===== config.mk =====
export PLATFORM = sky130hd
export DESIGN_NAME = url_percent_decoder_core
export DESIGN_NICKNAME = d
export VERILOG_FILES = /design/src/upd_pkg.sv /design/src/upd_decode.sv /design/src/upd_out_queue.sv /design/src/url_percent_decoder_core.sv
export SDC_FILE = /design/constraint.sdc
export NUM_CORES = 1
export LEC_CHECK = 0
export BUFFER_PORTS_ARGS = -buffer_cell sky130_fd_sc_hd__buf_2
export CAP_MARGIN = 30
export CORE_MARGIN = 5
export CORE_UTILIZATION = 45
export DETAILED_ROUTE_END_ITERATION = 16
export REMOVE_ABC_BUFFERS = 1
export SYNTH_ARGS = -nofsm -noshare
export SYNTH_HDL_FRONTEND = slang
export SYNTH_SLANG_ARGS = --single-unit

===== constraint.sdc =====
create_clock -name clock -period 3.7 [get_ports clock]
set_input_delay 0.74 -clock clock [delete_from_list [all_inputs] [get_ports clock]]
set_output_delay 0.74 -clock clock [all_outputs]
set_load 0.02 [all_outputs]

===== src/upd_pkg.sv =====
// Shared types and constants for the URL percent decoder.
// Used by the decode stage, the result queue and the top level; no dependencies.
`default_nettype none
package upd_pkg;

   localparam int unsigned ByteWidth  = 8;
   localparam int unsigned QueueDepth = 4;
   localparam int unsigned PtrWidth   = $clog2(QueueDepth);
   localparam int unsigned CountWidth = $clog2(QueueDepth + 1);

   // Escape phase codes.
   localparam logic [1:0] PHASE_IDLE    = 2'd0;
   localparam logic [1:0] PHASE_PERCENT = 2'd1;
   localparam logic [1:0] PHASE_DIGIT   = 2'd2;

   localparam logic [ByteWidth-1:0] CHAR_PERCENT = 8'h25;
   localparam logic [ByteWidth-1:0] CHAR_PLUS    = 8'h2B;
   localparam logic [ByteWidth-1:0] CHAR_SPACE   = 8'h20;

   // One decoded byte with its end-of-string flag.
   typedef struct packed {
      logic [ByteWidth-1:0] data;
      logic                 last;
   } upd_entry_type;

   // What one input byte produces: zero, one or two decoded bytes.
   typedef struct packed {
      logic [1:0]    count;
      upd_entry_type first;
      upd_entry_type second;
   } upd_result_type;

   function automatic logic is_escape_char(input logic [ByteWidth-1:0] c);
      return ((c >= 8'h30) && (c < 8'h40)) || ((c >= 8'h41) && (c < 8'h47));
   endfunction

   // Returns {valid, nibble}; valid is low for the non-hex escape chars.
   function automatic logic [4:0] hex_value(input logic [ByteWidth-1:0] c);
      logic [4:0] result;
      result = 5'd0;
      if ((c >= 8'h30) && (c < 8'h3A)) begin
         result = {1'b1, c[3:0]};
      end else if ((c >= 8'h41) && (c < 8'h47)) begin
         result = {1'b1, c[3:0] + 4'd9};
      end
      return result;
   endfunction

endpackage
`default_nettype wire


===== src/upd_decode.sv =====
// Decode stage: escape state registers and the single-pass byte decoder.
// Depends on upd_pkg.
`default_nettype none
module upd_decode
   import upd_pkg::*;
(
   input  wire logic                 clock,
   input  wire logic                 reset,
   input  wire logic                 advance,
   input  wire logic [ByteWidth-1:0] in_data,
   input  wire logic                 in_last,
   output upd_result_type            result
);

   logic [1:0]           phase_ff, phase_in;
   logic [ByteWidth-1:0] held_ff, held_in;

   logic [4:0]           held_hex;
   logic [4:0]           cur_hex;
   logic [ByteWidth-1:0] escape_value;
   logic                 cur_escape;

   // Plain-path decode of the current byte, used in several phases.
   upd_entry_type        plain_entry;
   logic                 plain_emits;
   logic                 plain_opens;

   always_comb begin
      held_hex   = hex_value(held_ff);
      cur_hex    = hex_value(in_data);
      cur_escape = is_escape_char(in_data);
      if (!held_hex[4]) begin
         escape_value = '0;
      end else if (!cur_hex[4]) begin
         escape_value = {4'd0, held_hex[3:0]};
      end else begin
         escape_value = {held_hex[3:0], cur_hex[3:0]};
      end
   end

   always_comb begin
      plain_entry.last = in_last;
      plain_emits      = 1'b1;
      plain_opens      = 1'b0;
      if (in_data == CHAR_PERCENT) begin
         plain_entry.data = in_data;
         plain_emits      = in_last;
         plain_opens      = !in_last;
      end else if (in_data == CHAR_PLUS) begin
         plain_entry.data = CHAR_SPACE;
      end else begin
         plain_entry.data = in_data;
      end
   end

   always_comb begin
      result   = '0;
      phase_in = PHASE_IDLE;
      held_in  = held_ff;
      unique case (phase_ff)
         PHASE_PERCENT: begin
            if (cur_escape) begin
               if (in_last) begin
                  result.count  = 2'd1;
                  result.first  = '{data: in_data, last: 1'b1};
               end else begin
                  held_in  = in_data;
                  phase_in = PHASE_DIGIT;
               end
            end else begin
               result.count = {1'b0, plain_emits};
               result.first = plain_entry;
               phase_in     = plain_opens ? PHASE_PERCENT : PHASE_IDLE;
            end
         end
         PHASE_DIGIT: begin
            if (cur_escape) begin
               result.count = 2'd1;
               result.first = '{data: escape_value, last: in_last};
            end else begin
               // Bad second char: the held char goes out as itself first.
               result.count  = plain_emits ? 2'd2 : 2'd1;
               result.first  = '{data: held_ff, last: 1'b0};
               result.second = plain_entry;
               phase_in      = plain_opens ? PHASE_PERCENT : PHASE_IDLE;
            end
         end
         default: begin
            result.count = {1'b0, plain_emits};
            result.first = plain_entry;
            phase_in     = plain_opens ? PHASE_PERCENT : PHASE_IDLE;
         end
      endcase
   end

   always_ff @(posedge clock) begin
      if (reset) begin
         phase_ff <= PHASE_IDLE;
         held_ff  <= '0;
      end else if (advance) begin
         phase_ff <= phase_in;
         held_ff  <= held_in;
      end
   end

   a_phase_legal: assert property (@(posedge clock) disable iff (reset)
      phase_ff != 2'd3)
      else $error("escape phase took an unused code");

   a_last_returns_idle: assert property (@(posedge clock) disable iff (reset)
      (advance && in_last) |=> (phase_ff == PHASE_IDLE))
      else $error("escape state survived the end of a string");

   a_last_emits: assert property (@(posedge clock) disable iff (reset)
      (advance && in_last) |-> (result.count != 2'd0))
      else $error("final byte of a string produced no output");

endmodule
`default_nettype wire


===== src/upd_out_queue.sv =====
// Result queue: holds decoded bytes until the receiver takes them.
// Depends on upd_pkg.
`default_nettype none
module upd_out_queue
   import upd_pkg::*;
(
   input  wire logic                  clock,
   input  wire logic                  reset,
   input  wire logic                  push,
   input  wire upd_result_type        result,
   output logic                       room,
   output logic                       out_valid,
   input  wire logic                  out_ready,
   output upd_entry_type              out_entry
);

   upd_entry_type         mem_ff [QueueDepth];
   logic [PtrWidth-1:0]   wr_ptr_ff, wr_ptr_in;
   logic [PtrWidth-1:0]   rd_ptr_ff, rd_ptr_in;
   logic [CountWidth-1:0] count_ff, count_in;
   logic [1:0]            push_count;
   logic                  pop;

   assign push_count = push ? result.count : 2'd0;
   assign pop        = out_valid && out_ready;
   assign out_valid  = count_ff != '0;
   assign out_entry  = mem_ff[rd_ptr_ff];
   // Two free slots cover the worst case of one byte.
   assign room       = count_ff <= CountWidth'(QueueDepth - 2);

   always_comb begin
      wr_ptr_in = wr_ptr_ff + PtrWidth'(push_count);
      rd_ptr_in = rd_ptr_ff + PtrWidth'(pop);
      count_in  = count_ff + CountWidth'(push_count) - CountWidth'(pop);
   end

   always_ff @(posedge clock) begin
      if (push && (push_count != 2'd0)) begin
         mem_ff[wr_ptr_ff] <= result.first;
      end
      if (push && (push_count == 2'd2)) begin
         mem_ff[wr_ptr_ff + PtrWidth'(1)] <= result.second;
      end
   end

   always_ff @(posedge clock) begin
      if (reset) begin
         wr_ptr_ff <= '0;
         rd_ptr_ff <= '0;
         count_ff  <= '0;
      end else begin
         wr_ptr_ff <= wr_ptr_in;
         rd_ptr_ff <= rd_ptr_in;
         count_ff  <= count_in;
      end
   end

   a_no_overflow: assert property (@(posedge clock) disable iff (reset)
      push |-> room)
      else $error("result queue pushed without room");

   a_count_bound: assert property (@(posedge clock) disable iff (reset)
      count_ff <= CountWidth'(QueueDepth))
      else $error("result queue count out of range");

   a_ptr_track: assert property (@(posedge clock) disable iff (reset)
      (wr_ptr_ff - rd_ptr_ff) == count_ff[PtrWidth-1:0])
      else $error("result queue pointers disagree with count");

endmodule
`default_nettype wire


===== src/url_percent_decoder_core.sv =====
// URL percent decoder top level: input register, decode stage and result queue.
// Depends on upd_pkg, upd_decode and upd_out_queue.
//
// Usage:
//   The req_ channel carries the encoded string, one byte per beat, with
//   req_tlast on the final byte. The rsp_ channel returns decoded bytes, one
//   per beat, with rsp_tlast on the final decoded byte of each string.
//   A plus sign becomes a space, a percent sign with two escape characters
//   becomes one byte, and a broken escape drops its percent sign.
//   A byte is captured in the input register, decoded straight into the result
//   queue once the queue has room, and is then presented on rsp_ from the queue.
//   Throughput: one byte per cycle while the queue has room. A byte that yields
//   two results (a bad second escape character) needs two rsp_ beats, so the
//   output port, one beat per cycle, sets the sustained rate in that case.
//   Stalls: the four-entry result queue decouples the sides; the input keeps
//   flowing while the queue has two free entries, and req_tready falls only
//   once results back up behind a stalled receiver.
//   Reset: synchronous and active high; it empties the input register and the
//   queue and returns the escape state to idle.
`default_nettype none
module url_percent_decoder_core
   import upd_pkg::*;
(
   input  wire logic                 clock,
   input  wire logic                 reset,
   input  wire logic                 req_tvalid,
   output logic                      req_tready,
   input  wire logic [ByteWidth-1:0] req_tdata,   // [7:0] in_byte
   input  wire logic                 req_tlast,   // in_last
   output logic                      rsp_tvalid,
   input  wire logic                 rsp_tready,
   output logic [ByteWidth-1:0]      rsp_tdata,   // [7:0] out_byte
   output logic                      rsp_tlast    // out_last
);

   logic                 in_valid_ff;
   logic [ByteWidth-1:0] in_data_ff;
   logic                 in_last_ff;
   logic                 room;
   logic                 advance;
   upd_result_type       result;
   upd_entry_type        out_entry;

   // The held byte moves into the decoder whenever the queue can take its
   // worst case; the input register refills in the same cycle.
   assign advance    = in_valid_ff && room;
   assign req_tready = !in_valid_ff || room;

   always_ff @(posedge clock) begin
      if (reset) begin
         in_valid_ff <= 1'b0;
      end else if (req_tready) begin
         in_valid_ff <= req_tvalid;
      end
   end

   always_ff @(posedge clock) begin
      if (req_tready && req_tvalid) begin
         in_data_ff <= req_tdata;
         in_last_ff <= req_tlast;
      end
   end

   upd_decode u_decode (
      .clock   (clock),
      .reset   (reset),
      .advance (advance),
      .in_data (in_data_ff),
      .in_last (in_last_ff),
      .result  (result)
   );

   upd_out_queue u_out_queue (
      .clock     (clock),
      .reset     (reset),
      .push      (advance),
      .result    (result),
      .room      (room),
      .out_valid (rsp_tvalid),
      .out_ready (rsp_tready),
      .out_entry (out_entry)
   );

   assign rsp_tdata = out_entry.data;
   assign rsp_tlast = out_entry.last;

   a_hold_when_blocked: assert property (@(posedge clock) disable iff (reset)
      (in_valid_ff && !room) |=> (in_valid_ff && $stable(in_data_ff)))
      else $error("input register lost a byte while the queue was full");

   a_ready_when_empty: assert property (@(posedge clock) disable iff (reset)
      !in_valid_ff |-> req_tready)
      else $error("input refused with an empty input register");

   a_advance_needs_room: assert property (@(posedge clock) disable iff (reset)
      advance |-> room)
      else $error("decode advanced without queue room");

endmodule
`default_nettype wire


==> out/metrics.cfg <==
[logic_synthesis]
ys_seq_area_share_pct=45.5
syn-cell-area_sq_um=3760
ys_ff_latch=63
yosys_warnings=0
ys_async_sr_fraction_pct=0
syn_area_per_cell_sq_um=10.7
ys_types=65
synthCells=352
yosys.area.top_type=edfxtp_1
synth_top_area_share_pct=36.0
synth_area_leaders=edfxtp_1 36%, dfxtp_1 9.6%, mux2i_1 5.6%
synth_edf_count=45
synth_flop_cell=edfxtp_1

[detailed_routing]
wl_microns=8720
wirelength_met1_microns=3860
highest-signal-layer=met4
route.met3.wl_microns=440
dr_wl_met2_microns=4320
avgViaCountPerCell=5.80
vias=2801
wl_per_cell_microns=18.1
dr.pass1.iters=4
drtIter0Drc=150
drtAntennaViolNets=0
drt_drc_violations_left=0

[placed_design]
gp_congestion=0.921
port_buffers=23
dpl.cell_count=467
place_hpwl_microns=6540

[clocking]
hold_buffers=0
clockBufferDepth=2
cts.clk_slew.worst_paths_ns=0.07
post_cts_buffers=0
cts_sinks=63
cts_max_level=3
cts_resized=0
cts_root_buffer=clkbuf_8
cts_tree=done
cts_made_buffers=9
insertion_delay_ns=0.33

[grt]
grt_pass1_vias=2750
grt_max_degree=19
antenna_found_initial=0
grt_pass1_wl_microns=14300
grtUsageTotal_pct=18.0
gr-total-overflow=0

[timing]
fin_skew_ns=0.00834
finalHoldViolCount=0
period_share_pct=85.4
tightestPinTransition_ns=0.691
fin_setup_tns_ns=0
period_minus_slack_ns=3.16
setup_viol=0
fmax_mhz=316
rsz0062_at_grt=false
max-slew-margin-rel_pct=53.5
maxSlewViolCount=0

[die]
initial_core_util_pct=46.0
fp.dieW_microns=101
num_rows=33
coreArea_sq_um=8180
die_h_microns=101
die_area_sq_um=10300
ios=24

[final_layout]
final_net_count=400
syn2layout_area_growth_pct=12.1
drive_gt1_share_pct=19.6
diodes=0
nFillCells=749
multi_input_area_sq_um=1890
seq_area_sq_um=1710
stdcell_count=483

[critical_path]
cp_num_buf_inv=1
cp.depth=13
end_kind=register
worstPathMaxFanout=11
crit_chain=inv_1 > ha_1 > or3b_1 > nand4_1 > nand2_1 > a21oi_1 > nor2_1 > a311oi_1 > ha_1 > fa_1 > xor2_1 > xnor2_1 > nor2_1
crit_arrival_ns=3.37
cpMaxStageDelayCell=edfxtp_1
cpPeakStageDelay_ns=0.47
startpoint_type=register
path_class=reg2reg
crit_family=simple AND/OR/NAND/NOR gates
worstPathRequired_ns=3.91
reg2regPathDepth=13

[hold_path]
min_path_cells=2
hp-class=reg2reg

[run_status]
status=finished clean

[power]
vdd_drop_max_v=0.000233
power.density_nw_per_um2=478
p_leak_uw=0.00144
p_total_uw=2010

[run]
drv_cap=0

[cells by family after synthesis]
| group | synth area share [%] |
|---|---|
| adders and majority gates | 4.86 |
| muxes | 11.0 |
| and+or+nand+nor | 17.7 |
| buffers and inverters | 4.29 |
| DFF | 45.5 |
| xor gates and xnor gates | 1.40 |
| AOI/OAI and AO/OA | 15.2 |
[layout make-up]
type / instances / share of cell area, %
Timing Repair Buffer: 32 / 4.34
Clock buffer: 9 / 2.94
Clock inverter: 7 / 2.64
Sequential cell: 63 / 40.6
Multi-Input combinational cell: 251 / 44.9
Tap cell: 105 / 3.12
Inverter: 16 / 1.43
[registers in the layout, summed over array words and instances (netlist names)]
| signal | count |
|---|---|
| in_data_ff | 8 |
| u_out_queue.count_ff | 3 |
| in_valid_ff | 1 |
| u_out_queue.wr_ptr_ff | 2 |
| u_decode.held_ff | 8 |
| in_last_ff | 1 |
| u_out_queue.mem_ff | 36 |
| u_decode.phase_ff | 2 |
| u_out_queue.rd_ptr_ff | 2 |
[worst reg2reg max path: cells and delay by family (launching register included)]
| family | cells | cell delay, ns |
|---|---|---|
| AO/OA/AOI/OAI | 2 | 0.56 |
| buffers and inverters | 1 | 0.12 |
| flip-flops | 1 | 0.47 |
| AND/OR/NAND/NOR | 5 | 0.98 |
| XOR/XNOR | 2 | 0.32 |
| adder cells (fa/ha/maj) | 3 | 0.60 |
[placed cells by master, fill, tap and decap left out, types with 3 or more instances in the layout]
cell	netlist	layout
bufinv_16	0	3
nor4_1	4	4
nand2_1	35	35
nor3_1	6	6
a221oi_2	3	3
or3_1	4	4
nor2b_1	4	4
buf_2	7	23
a22oi_1	5	5
a21boi_0	4	4
mux4_2	9	9
ha_1	13	13
and3_1	3	3
inv_1	16	16
nand3_1	11	11
a21oi_1	19	19
buf_4	2	9
dfxtp_1	18	18
and2_1	6	6
xnor2_1	5	5
edfxtp_1	45	45
mux2i_1	21	21
a21oi_2	3	3
nand2b_1	6	6
clkbuf_8	0	9
nor2_1	18	18
o21ai_0	23	23
nand4_1	3	3
[per-stage QoR]
stage               worst slack, ns  cell area [sq um]  util [%]  hold slack [ns]
finish                        0.539               4210      51.5            0.480
global route                  0.265               4210      51.5            0.510
CTS                           0.563               4210      51.5            0.477
detailed placement            0.578               3980      48.7            0.467
global placement              0.674               3980      48.7            0.464
floorplan                     0.588               3660         -            0.448
[Yosys cell counts (5+ instances only)]
| cell | instances |
|---|---|
| a21oi_1 | 19 |
| a22oi_1 | 5 |
| and2_1 | 6 |
| buf_2 | 7 |
| clkbuf_1 | 11 |
| dfxtp_1 | 18 |
| edfxtp_1 | 45 |
| ha_1 | 13 |
| inv_1 | 16 |
| mux2i_1 | 21 |
| mux4_2 | 9 |
| nand2_1 | 35 |
| nand2b_1 | 6 |
| nand3_1 | 11 |
| nor2_1 | 18 |
| nor3_1 | 6 |
| o21ai_0 | 23 |
| xnor2_1 | 5 |
[worst paths after layout]
path                                                 to  slack (ns)                  from
worst max-delay path            u_out_queue.count_ff[2]        0.54         in_data_ff[1]
worst min-delay path               u_decode.phase_ff[0]        0.48  u_decode.phase_ff[0]
worst max register to register  u_out_queue.count_ff[2]        0.54         in_data_ff[1]
worst min register to register     u_decode.phase_ff[0]        0.48  u_decode.phase_ff[0]
[routing by layer]
metal | GRT usage (%) | vias to the layer above
li1 | - | 1364
met1 | 23.4 | 1341
met2 | 30.2 | 84
met3 | 3.99 | 12
met4 | 5.01 | 0
met5 | 0 | -
[where the power goes]
part | leakage (uW) | switching (uW) | internal [uW]
registers | 0.000560 | 80.1 | 817
logic | 0.000760 | 217 | 199
clock network | 0.000117 | 259 | 442
(Power assumes the default switching activity.)
